## config.mk

```make
export PLATFORM = sky130hd
export DESIGN_NAME = rmms_seq
export DESIGN_NICKNAME = d
export VERILOG_FILES = /design/src/sv/rmms_pkg.sv /design/src/sv/rmms_agu.sv /design/src/sv/rmms_seq.sv
export VERILOG_INCLUDE_DIRS = /design/src /design/src/sv
export SDC_FILE = /design/constraint.sdc
export NUM_CORES = 1
export LEC_CHECK = 0
export BUFFER_PORTS_ARGS = -buffer_cell sky130_fd_sc_hd__buf_2
export CAP_MARGIN = 20
export CORE_MARGIN = 3
export CORE_UTILIZATION = 59
export CTS_BUF_LIST = sky130_fd_sc_hd__clkbuf_8
export DETAILED_ROUTE_END_ITERATION = 7
export PLACE_DENSITY_LB_ADDON = 0.12
export SETUP_SLACK_MARGIN = 0.4
export SLEW_MARGIN = 20
export SYNTH_ARGS = -nofsm -noshare
export SYNTH_HDL_FRONTEND = slang
export SYNTH_SLANG_ARGS = --single-unit
export TNS_END_PERCENT = 10
```

## constraint.sdc

```tcl
create_clock -name clk -period 10.47 [get_ports clk]
set_clock_uncertainty 0.1 [all_clocks]
set_input_delay 1.047 -clock clk [delete_from_list [all_inputs] [get_ports clk]]
set_output_delay 1.047 -clock clk [all_outputs]
set_load 0.02 [all_outputs]
```

## src/sv/assert_macros.svh

```systemverilog
// ----------------------------------------------------------------------------
// Assertion macros
// Shared concurrent assertion forms for the matrix store RTL.
// ----------------------------------------------------------------------------
`ifndef ASSERT_MACROS_SVH
`define ASSERT_MACROS_SVH

`ifndef NO_ASSERTIONS
// Property must hold at every clock edge outside reset.
`define RMMS_ASSERT(lbl, clk, rstn, prop) \
	lbl: assert property (@(posedge clk) disable iff (!rstn) prop) \
		else $error("matrix store assertion failed");
// Expression must never be true outside reset.
`define RMMS_ASSERT_NEVER(lbl, clk, rstn, expr) \
	lbl: assert property (@(posedge clk) disable iff (!rstn) !(expr)) \
		else $error("matrix store forbidden condition seen");
`else
`define RMMS_ASSERT(lbl, clk, rstn, prop)
`define RMMS_ASSERT_NEVER(lbl, clk, rstn, expr)
`endif

`endif

```

## src/sv/rmms_pkg.sv

```systemverilog
// ----------------------------------------------------------------------------
// rmms_pkg
// Types and constants shared by the row-major matrix store modules.
// ----------------------------------------------------------------------------
package rmms_pkg;

	localparam int MAX_ROWS = 16;
	localparam int MAX_COLS = 16;
	localparam int DEPTH    = MAX_ROWS * MAX_COLS;
	localparam int ADDR_W   = $clog2(DEPTH);
	localparam int WORD_W   = 64;
	localparam int CNT_W    = 5;
	localparam int AGU_W    = 10;

	localparam logic [CNT_W-1:0] ROW_LIMIT = CNT_W'(MAX_ROWS);
	localparam logic [CNT_W-1:0] COL_LIMIT = CNT_W'(MAX_COLS);

	typedef enum logic [2:0] {
		ACT_READ   = 3'd0,
		ACT_WRITE  = 3'd1,
		ACT_SWAP   = 3'd2,
		ACT_INSERT = 3'd3,
		ACT_CREATE = 3'd4
	} action_t;

	localparam logic [1:0] ST_OK    = 2'd0;
	localparam logic [1:0] ST_RANGE = 2'd1;
	localparam logic [1:0] ST_FULL  = 2'd2;

	localparam logic REG_INITIAL_ROWS = 1'b0;
	localparam logic REG_COLUMN_COUNT = 1'b1;

	typedef struct packed {
		logic [WORD_W-1:0] value;
		logic [3:0]        col;
		logic [3:0]        row_b;
		logic [4:0]        row_a;
		logic [2:0]        action;
	} item_t;

	typedef struct packed {
		logic [CNT_W-1:0]  col_count;
		logic [CNT_W-1:0]  row_count;
		logic [1:0]        status;
		logic [WORD_W-1:0] read_value;
	} result_t;

	typedef struct packed {
		logic              clear_all;
		logic              wen;
		logic [ADDR_W-1:0] waddr;
		logic [WORD_W-1:0] wdata;
		logic              ren;
		logic [ADDR_W-1:0] raddr;
	} store_req_t;

endpackage

```

## src/sv/rmms_agu.sv

```systemverilog
// ----------------------------------------------------------------------------
// rmms_agu
// Shared address unit: row * columns + offset.
// ----------------------------------------------------------------------------
module rmms_agu import rmms_pkg::*; (
	input  logic [CNT_W-1:0] row,
	input  logic [CNT_W-1:0] cols,
	input  logic [CNT_W-1:0] offset,
	output logic [AGU_W-1:0] addr
);

	logic [AGU_W-1:0] prod;

	assign prod = AGU_W'(row) * AGU_W'(cols);
	assign addr = prod + AGU_W'(offset);

endmodule

```

## src/sv/rmms_seq.sv

```systemverilog
// ----------------------------------------------------------------------------
// rmms_seq
// Action sequencer: range checks, row count, and the word-by-word walks
// for swap and insert through the shared address unit.
// ----------------------------------------------------------------------------
`include "assert_macros.svh"

module rmms_seq import rmms_pkg::*; (
	input  logic              clk,
	input  logic              arst_n,
	input  logic              in_valid,
	output logic              in_ready,
	input  item_t             in_item,
	input  logic [CNT_W-1:0]  cols,
	input  logic [CNT_W-1:0]  init_rows,
	output logic              res_valid,
	input  logic              res_ready,
	output result_t           res,
	output store_req_t        req,
	input  logic [WORD_W-1:0] rdata
);

	typedef enum logic [3:0] {
		S_IDLE, S_OP, S_RWAIT,
		S_SW_RA, S_SW_RB, S_SW_WA, S_SW_WB,
		S_IN_LO, S_IN_DST, S_IN_SRC,
		S_MV_RD, S_MV_WR, S_ZR, S_FIN
	} state_t;

	state_t            state_q;
	logic [2:0]        action_q;
	logic [4:0]        ra_q;
	logic [3:0]        rb_q;
	logic [3:0]        col_q;
	logic [WORD_W-1:0] value_q;
	logic [WORD_W-1:0] rd_value_q;
	logic [1:0]        status_q;
	logic [CNT_W-1:0]  rows_q;
	logic [CNT_W-1:0]  j_q;
	logic [WORD_W-1:0] tmp_q;
	logic [AGU_W-1:0]  lo_q;
	logic [AGU_W-1:0]  dst_q;
	logic [AGU_W-1:0]  src_q;

	logic [CNT_W-1:0]  agu_row;
	logic [CNT_W-1:0]  agu_off;
	logic [AGU_W-1:0]  agu_addr;
	logic [CNT_W-1:0]  j_next;
	logic              ok_rw;
	logic              ok_swap;

	rmms_agu u_agu (
		.row    (agu_row),
		.cols   (cols),
		.offset (agu_off),
		.addr   (agu_addr)
	);

	assign j_next  = j_q + CNT_W'(1);
	assign ok_rw   = (ra_q < rows_q) && (CNT_W'(col_q) < cols);
	assign ok_swap = (ra_q < rows_q) && (CNT_W'(rb_q) < rows_q);

	// Operand selection for the shared address unit.
	always_comb begin
		agu_row = ra_q;
		agu_off = j_q;
		unique case (state_q)
			S_OP: begin
				agu_off = CNT_W'(col_q);
			end
			S_SW_RB, S_SW_WB: begin
				agu_row = CNT_W'(rb_q);
			end
			S_IN_LO: begin
				agu_off = cols;
			end
			S_IN_DST: begin
				agu_row = rows_q;
				agu_off = cols - CNT_W'(1);
			end
			S_IN_SRC: begin
				agu_row = rows_q - CNT_W'(1);
				agu_off = cols - CNT_W'(1);
			end
			default: begin
			end
		endcase
	end

	always_comb begin
		req           = '0;
		req.waddr     = agu_addr[ADDR_W-1:0];
		req.raddr     = agu_addr[ADDR_W-1:0];
		req.wdata     = rdata;
		unique case (state_q)
			S_OP: begin
				case (action_q)
					ACT_READ:   req.ren = ok_rw;
					ACT_WRITE: begin
						req.wen   = ok_rw;
						req.wdata = value_q;
					end
					ACT_CREATE: req.clear_all = 1'b1;
					default: begin
					end
				endcase
			end
			S_SW_RA, S_SW_RB: req.ren = 1'b1;
			S_SW_WA: req.wen = 1'b1;
			S_SW_WB: begin
				req.wen   = 1'b1;
				req.wdata = tmp_q;
			end
			S_MV_RD: begin
				req.ren   = 1'b1;
				req.raddr = src_q[ADDR_W-1:0];
			end
			S_MV_WR: begin
				req.wen   = 1'b1;
				req.waddr = dst_q[ADDR_W-1:0];
			end
			S_ZR: begin
				req.wen   = 1'b1;
				req.wdata = '0;
			end
			default: begin
			end
		endcase
	end

	always_ff @(posedge clk or negedge arst_n) begin
		if (!arst_n) begin
			state_q    <= S_IDLE;
			rows_q     <= '0;
			status_q   <= ST_OK;
			rd_value_q <= '0;
			action_q   <= '0;
			ra_q       <= '0;
			rb_q       <= '0;
			col_q      <= '0;
			j_q        <= '0;
		end else begin
			unique case (state_q)
				S_IDLE: begin
					if (in_valid) begin
						action_q <= in_item.action;
						ra_q     <= in_item.row_a;
						rb_q     <= in_item.row_b;
						col_q    <= in_item.col;
						value_q  <= in_item.value;
						state_q  <= S_OP;
					end
				end
				S_OP: begin
					rd_value_q <= '0;
					status_q   <= ST_OK;
					j_q        <= '0;
					state_q    <= S_FIN;
					case (action_q)
						ACT_READ: begin
							if (ok_rw) begin
								state_q <= S_RWAIT;
							end else begin
								status_q <= ST_RANGE;
							end
						end
						ACT_WRITE: begin
							if (!ok_rw) begin
								status_q <= ST_RANGE;
							end
						end
						ACT_SWAP: begin
							if (!ok_swap) begin
								status_q <= ST_RANGE;
							end else if (cols != '0) begin
								state_q <= S_SW_RA;
							end
						end
						ACT_INSERT: begin
							if (ra_q > rows_q) begin
								status_q <= ST_RANGE;
							end else if (rows_q >= ROW_LIMIT) begin
								status_q <= ST_FULL;
							end else if (cols == '0) begin
								rows_q <= rows_q + CNT_W'(1);
							end else begin
								state_q <= S_IN_LO;
							end
						end
						ACT_CREATE: begin
							rows_q <= (init_rows > ROW_LIMIT) ? ROW_LIMIT : init_rows;
						end
						default: begin
						end
					endcase
				end
				S_RWAIT: begin
					rd_value_q <= rdata;
					state_q    <= S_FIN;
				end
				S_SW_RA: state_q <= S_SW_RB;
				S_SW_RB: begin
					tmp_q   <= rdata;
					state_q <= S_SW_WA;
				end
				S_SW_WA: state_q <= S_SW_WB;
				S_SW_WB: begin
					j_q     <= j_next;
					state_q <= (j_next == cols) ? S_FIN : S_SW_RA;
				end
				S_IN_LO: begin
					lo_q    <= agu_addr;
					state_q <= S_IN_DST;
				end
				S_IN_DST: begin
					dst_q   <= agu_addr;
					state_q <= S_IN_SRC;
				end
				S_IN_SRC: begin
					src_q   <= agu_addr;
					state_q <= (rows_q > ra_q) ? S_MV_RD : S_ZR;
				end
				S_MV_RD: state_q <= S_MV_WR;
				S_MV_WR: begin
					dst_q   <= dst_q - AGU_W'(1);
					src_q   <= src_q - AGU_W'(1);
					state_q <= (dst_q > lo_q) ? S_MV_RD : S_ZR;
				end
				S_ZR: begin
					j_q <= j_next;
					if (j_next == cols) begin
						rows_q  <= rows_q + CNT_W'(1);
						state_q <= S_FIN;
					end
				end
				S_FIN: begin
					if (res_ready) begin
						state_q <= S_IDLE;
					end
				end
				default: state_q <= S_IDLE;
			endcase
		end
	end

	assign in_ready       = (state_q == S_IDLE);
	assign res_valid      = (state_q == S_FIN);
	assign res.read_value = rd_value_q;
	assign res.status     = status_q;
	assign res.row_count  = rows_q;
	assign res.col_count  = cols;

	`RMMS_ASSERT(a_busy_after_accept, clk, arst_n, in_valid && in_ready |=> !in_ready)
	`RMMS_ASSERT_NEVER(a_rows_bound, clk, arst_n, rows_q > ROW_LIMIT)
	`RMMS_ASSERT_NEVER(a_one_port_use, clk, arst_n, req.wen && req.ren)
	`RMMS_ASSERT(a_result_held, clk, arst_n, res_valid && !res_ready |=> res_valid)

endmodule

```

==> impl_metrics.py, run 1 <==
metrics = {
    "drt": {
        "wl_met2_mm": 17.30,
        "wl_mm": 34.35,
        "via_per_inst": 5.792,
        "first_iter_violations": 567,
        "top_layer": "met5",
        "final_antenna_net_count": 0,
        "drc": 0,
        "wl_met1_mm": 12.94,
        "first_pass_iters": 5,
        "wl_per_cell_um": 20.40,
        "route.met3.wl_mm": 2.927,
        "via_count": 9753,
    },
    "die": {
        "ioPinCount": 319,
        "start_util": 0.6022,
        "fp.dieW_um": 149.9,
        "die_h_um": 149.9,
        "fp-row-count": 52,
        "die_area_um2": 22480,
        "coreArea_um2": 20300,
    },
    "placement": {
        "portBuffers": 318,
        "dp_hpwl_mm": 23.50,
        "dp_cells": 1602,
        "gp_congestion": 0.9019,
        "dpl_cell_area_um2": 14020,
    },
    "power": {
        "vdd.ir_drop.worst_v": 0.0003436,
        "p_leak_nw": 6.924,
        "power_density_nw_per_um2": 391.4,
    },
    "critical_path": {
        "crit_path_max_fanout": 16,
        "startpoint_type": "flip-flop",
        "crit_path_end_kind": "output port",
        "r2r_cells": 18,
        "arrival_ns": 5.83,
        "path_class": "flip-flop to output port",
        "rr_endpoint": "dst_q[8]",
        "reg2reg_slack_ns": 4.87,
        "r2r_start": "state_q[3]",
        "cp.required_ns": 9.32,
    },
    "grt": {
        "antenna_found_initial": 8,
        "grt_pass1_vias": 9684,
        "grt_max_degree": 67,
        "grt-ovfl-total": 0,
        "grt_pass1_wl_mm": 52.45,
        "grt.total_usage": 0.3004,
    },
    "outcome": {
        "status": "completed",
    },
    "synth": {
        "synth_area_leaders": "edfxtp_1 (38%), dfrtp_1 (20%), nand2_1 (5.5%), ha_1 (4.7%), a22o_1 (4.7%)",
        "syn_area_um2": 12220,
        "synthCells": 1064,
        "synth.net_count": 1282,
        "post-synth-top-count-cell": "nand2_1",
        "synth_top_area_frac": 0.3832,
        "synthTopCellsByCount": "nand2_1 (179), edfxtp_1 (156), dfrtp_1 (96), a22oi_1 (66), a22o_1 (65)",
        "ys_ff_latch": 252,
        "yosys.cell_types.count": 58,
        "async_reset_ff_frac": 0.3810,
        "yosys.area.top_type": "edfxtp_1",
        "synth_edf_count": 156,
        "yosys_warnings": 0,
        "ys_seq_area_frac": 0.5797,
        "ys.flop_type": "edfxtp_1",
        "syn_area_per_cell_um2": 11.49,
    },
    "clock_network": {
        "path_clk_slew_ns": 0.06,
        "clk_latency_ns": 0.56,
        "cts_resized": 0,
        "cts_setup_buffers": 0,
        "root_buffer": "clkbuf_8",
        "htree_levels": 2,
        "cts-buffers-inserted": 42,
        "cts_tree": "built",
        "hold_buffers": 0,
        "cts_buffer_depth": 3,
        "cts.sinks": 252,
    },
    "cells_and_area": {
        "design_area_um2": 14940,
        "fin_nets": 1594,
        "area_growth_pct": 22.21,
        "drive_gt1_frac": 0.2938,
        "final_cells": 1684,
    },
    "sta": {
        "hold_viol": 0,
        "setup_viol_count_final": 0,
        "timing.setup.tns_ns": 0,
        "worst_pin_slew_ns": 1.050,
        "max_freq_ghz": 0.1433,
        "period_share": 0.6667,
        "relSlewSlack": 0.2976,
        "rsz0062_at_grt": "false",
        "fin_crit_ns": 6.980,
        "slew_violations": 0,
    },
    "hold_path": {
        "worstHoldEndpoint": "status_q[1]",
        "whs_path_depth": 1,
        "hp-class": "flip-flop to flip-flop",
        "worstHoldStart": "status_q[1]",
    },
    "flow_run": {
        "maxCapViolCount": 0,
    },
}
[kinds of logic (layout without fill, tap and decap cells)]
kind of cell,Yosys count,count (layout),share of synthesized area
flops,252,252,0.5797
fa+ha+maj,60,60,0.07001
buf+inv,122,467,0.04033
mux,22,22,0.02027
simple gates,314,314,0.1126
xor+xnor,32,32,0.02293
other cells,0,5,0
compound gates,262,262,0.1541
[worst max-delay path, cell delays in order (launching register included)]
cell	delay, ns
dfrtp_1	0.58
nor2b_1	0.43
nand2_1	0.39
a211oi_1	0.31
a21oi_1	0.06
mux2_2	0.32
and2_1	0.19
fa_1	0.48
fa_1	0.54
inv_1	0.06
fa_1	0.53
inv_1	0.04
ha_1	0.26
inv_1	0.06
o21ba_2	0.23
o21bai_1	0.15
xor2_1	0.24
nor2_1	0.12
nor2_1	0.11
buf_2	0.17
[layer usage]
layer | track usage | vias up
met5 | 0 | -
met4 | 0.1089 | 10
met3 | 0.08873 | 85
li1 | - | 4477
met1 | 0.3728 | 4715
met2 | 0.5024 | 466
[sequential cells by signal, indices dropped and copies added, names as in the netlist]
register	count
rd_value_q	64
src_q	8
rows_q	5
state_q	4
dst_q	10
rb_q	4
ra_q	5
j_q	5
col_q	4
tmp_q	64
lo_q	10
value_q	64
action_q	3
status_q	2
[layout by cell type (no fill, tap or decap), types with 7 or more instances in the layout]
cell type    n
mux2_1      11
xnor2_1     17
nor2_1      47
nor3_1      21
ha_1        46
nand2_1    179
buf_4       12
buf_2      317
dfrtp_1     96
fa_1        14
edfxtp_1   156
clkbuf_8    51
and2_1      18
nand3_1     12
clkinv_1     7
a22o_1      65
xor2_1      15
a21oi_1     37
o21ai_0     31
inv_1       72
mux2_2      11
a22oi_1     66
o21ai_1      9
[layout make-up]
| class | instances | area, um^2 |
|---|---|---|
| antenna | 5 | 12.51 |
| clock buffer | 51 | 701.9 |
| clock inverter | 26 | 202.7 |
| fill | 1449 | 5360 |
| inverter | 61 | 229.0 |
| multi-input combinational | 690 | 4692 |
| sequential | 252 | 7087 |
| tap | 270 | 337.8 |
| timing repair buffer | 329 | 1677 |
[stage by stage]
stage,hold WS (ns),setup slack (ns),power (W),util
detailed placement,0.3760,4.096,0.004937,0.6908
finish,0.3936,3.490,0.005847,0.7359
floorplan,0.3642,4.391,0.003869,-
global route,0.4071,3.105,0.006265,0.7357
CTS,0.3977,3.508,0.005876,0.7353
global placement,0.3730,4.160,0.004887,0.6908
[power breakdown]
part	total, W	internal, W	switching [W]	leakage [nW]
clock network	0.000920	0.000520	0.000400	0.505
logic	0.00326	0.00115	0.00210	3.74
registers	0.00167	0.00145	0.000218	2.68
[worst max path at each step]
stage          startpoint  endpoint
3_3_place_gp   state_q[3]   req[80]
5_1_grt        state_q[3]   req[80]
2_1_floorplan     cols[1]   req[80]
6_report       state_q[3]   req[80]
4_1_cts        state_q[3]   req[80]
3_5_place_dp   state_q[3]   req[80]
Power figures use the tool's default switching activity.
==> run 2: changes to the inputs <==
CORE_UTILIZATION = 55   (was 59)
clock period = 7 ns   (was 10.47 ns; I/O delays follow)
==> impl_metrics.py, run 2 (synthesis gave the netlist of run 1 again) <==
metrics = {
    "drt": {
        "wl_per_cell_um": 20.64,
        "first_pass_iters": 5,
        "first_iter_violations": 718,
        "drc": 0,
        "wl_mm": 34.94,
        "via_per_inst": 5.708,
        "final_antenna_net_count": 0,
        "via_count": 9664,
    },
    "hold_path": {
        "hp-class": "primary input to async pin",
    },
    "sta": {
        "setup_viol_count_final": 0,
        "max_freq_ghz": 0.1603,
        "timing.setup.tns_ns": 0,
        "relSlewSlack": 0.3690,
        "slew_violations": 0,
        "period_share": 0.8912,
        "rsz0062_at_grt": "false",
        "hold_viol": 0,
        "fin_crit_ns": 6.238,
        "worst_pin_slew_ns": 0.9430,
        "fin_hold_ws_ns": 0.07149,
    },
    "placement": {
        "gp_congestion": 0.9299,
        "portBuffers": 318,
        "dp_hpwl_mm": 24.12,
    },
    "critical_path": {
        "crit_path_max_fanout": 7,
        "critical_path_buf_inv_count": 5,
        "crit_path_end_kind": "output port",
        "worst_path_most_repeated_cell": "inv_1",
        "path_class": "flip-flop to output port",
        "cp_cell_sequence": "inv_1 -> ha_1 -> xnor2_1 -> nor2_1 -> a211oi_1 -> a21oi_1 -> mux2_2 -> and2_1 -> fa_1 -> fa_1 -> inv_1 -> fa_1 -> inv_1 -> ha_1 -> inv_1 -> o21ba_2 -> o21bai_1 -> xor2_1 -> nor2_1 -> nor2_1 -> buf_2",
        "cp_slowest_cell": "fa_1",
        "arrival_ns": 5.44,
        "max_stage_delay_ns": 0.54,
        "cp.required_ns": 6.20,
        "critPathTopFamily": "adder cells",
        "startpoint_type": "flip-flop",
    },
    "die": {
        "die_h_um": 155.1,
        "fp-row-count": 53,
        "coreArea_um2": 21420,
        "die_area_um2": 24050,
        "start_util": 0.5707,
        "ioPinCount": 319,
        "fp.dieW_um": 155.1,
    },
    "clock_network": {
        "cts_buffer_depth": 3,
        "hold_buffers": 0,
        "cts-buffers-inserted": 43,
        "cts.sinks": 252,
        "htree_levels": 2,
        "root_buffer": "clkbuf_8",
        "clk_latency_ns": 0.55,
        "cts_tree": "built",
        "path_clk_slew_ns": 0.06,
    },
    "cells_and_area": {
        "layout_common_cells": "buf_2 (317), nand2_1 (178), edfxtp_1 (156), dfrtp_1 (91), inv_1 (78)",
        "reg_top3": "rd_value_q (64), tmp_q (64), value_q (64)",
        "multi_input_comb_area_um2": 4708,
        "fillers": 1669,
        "area_growth_pct": 21.97,
        "fin_nets": 1599,
        "regArea_um2": 7093,
        "final_common_cell": "buf_2",
        "final_util": 0.6961,
        "drive_gt1_frac": 0.3006,
    },
    "grt": {
        "grt_max_degree": 66,
        "grt.total_usage": 0.2865,
        "antenna_found_initial": 7,
        "grt-ovfl-total": 0,
        "grt_pass1_vias": 9737,
        "grt_pass1_wl_mm": 54.24,
    },
    "power": {
        "vdd.ir_drop.worst_v": 0.0006194,
        "p_leak_nw": 6.924,
        "power_density_nw_per_um2": 580.5,
    },
    "outcome": {
        "status": "completed",
    },
    "flow_run": {
        "maxCapViolCount": 0,
    },
}
## run 2: cell types whose count changed in the layout (fill, tap and decap cells not counted), moves of 2 or more
cell,change
buf_4,+4
bufinv_16,-3
clkinv_1,-3
clkinv_2,+2
dfrtp_1,-5
dfrtp_2,+5
inv_1,+6
## run 2: where the power goes
part	leakage [nW]	internal [W]	switching (W)	total [W]
Sequential	2.67	0.00218	0.000325	0.00250
Clock	0.485	0.000654	0.000604	0.00126
Combinational	3.77	0.00173	0.00317	0.00490
## run 2: worst reg2reg max path: cells and delay by family, from the launching register on
kind / cells / cell delay (ns)
buffers and inverters: 4 / 0.34
AND/OR/NAND/NOR: 2 / 0.24
multiplexers: 2 / 0.58
adder cells (fa/ha/maj): 5 / 2.05
XOR/XNOR: 2 / 0.33
AO/OA/AOI/OAI: 5 / 0.71
flip-flops: 1 / 0.49
## run 2: stage by stage
| stage | area [um^2] | total power [W] | std cells | worst slack [ns] |
|---|---|---|---|---|
| after global routing | 14910 | 0.009323 | 1693 | 0.3962 |
| after floorplan | 12220 | 0.005786 | 1064 | 1.548 |
| after detailed placement | 14050 | 0.007419 | 1610 | 0.9279 |
| final | 14910 | 0.008655 | 1693 | 0.7619 |
| after global placement | 14050 | 0.007324 | 1610 | 0.9109 |
| after CTS | 14870 | 0.008702 | 1688 | 0.4526 |
## run 2: metal layers
layer,GRT usage,vias up,wire length (um)
met4,0.09588,6,977
met3,0.07038,75,3040
met1,0.3751,4630,13430
met5,0,-,46
li1,-,4496,-
met2,0.4726,457,17440
## run 2: area by class of cell
cell class	instances	share of cell area
Tap cell	275	0.02308
Antenna cell	4	0.0006714
Clock buffer	50	0.04616
Multi-Input combinational cell	690	0.3158
Clock inverter	28	0.008728
Inverter	61	0.01536
Sequential cell	252	0.4757
Timing Repair Buffer	333	0.1145
## run 2: timing repair
action	CTS	global route
pin swaps	0	0
buffers inserted	0	0
gates cloned	0	0
gates resized for setup	1	9
setup endpoints to repair	1	4
## run 2: final timing paths
| path | startpoint | endpoint | slack, ns | cells after the start |
|---|---|---|---|---|
| min in group clk | in_item[52] | value_q[36] | 0.21 | 1 |
| worst max register to register | rows_q[1] | dst_q[8] | 1.92 | 20 |
| worst min-delay path | arst_n | rb_q[2] | 0.07 | 1 |
| worst max-delay path | rows_q[1] | req[80] | 0.76 | 21 |
| max in group asynchronous | arst_n | state_q[2] | 5.46 | 2 |
| worst min register to register | status_q[0] | status_q[0] | 0.38 | 2 |
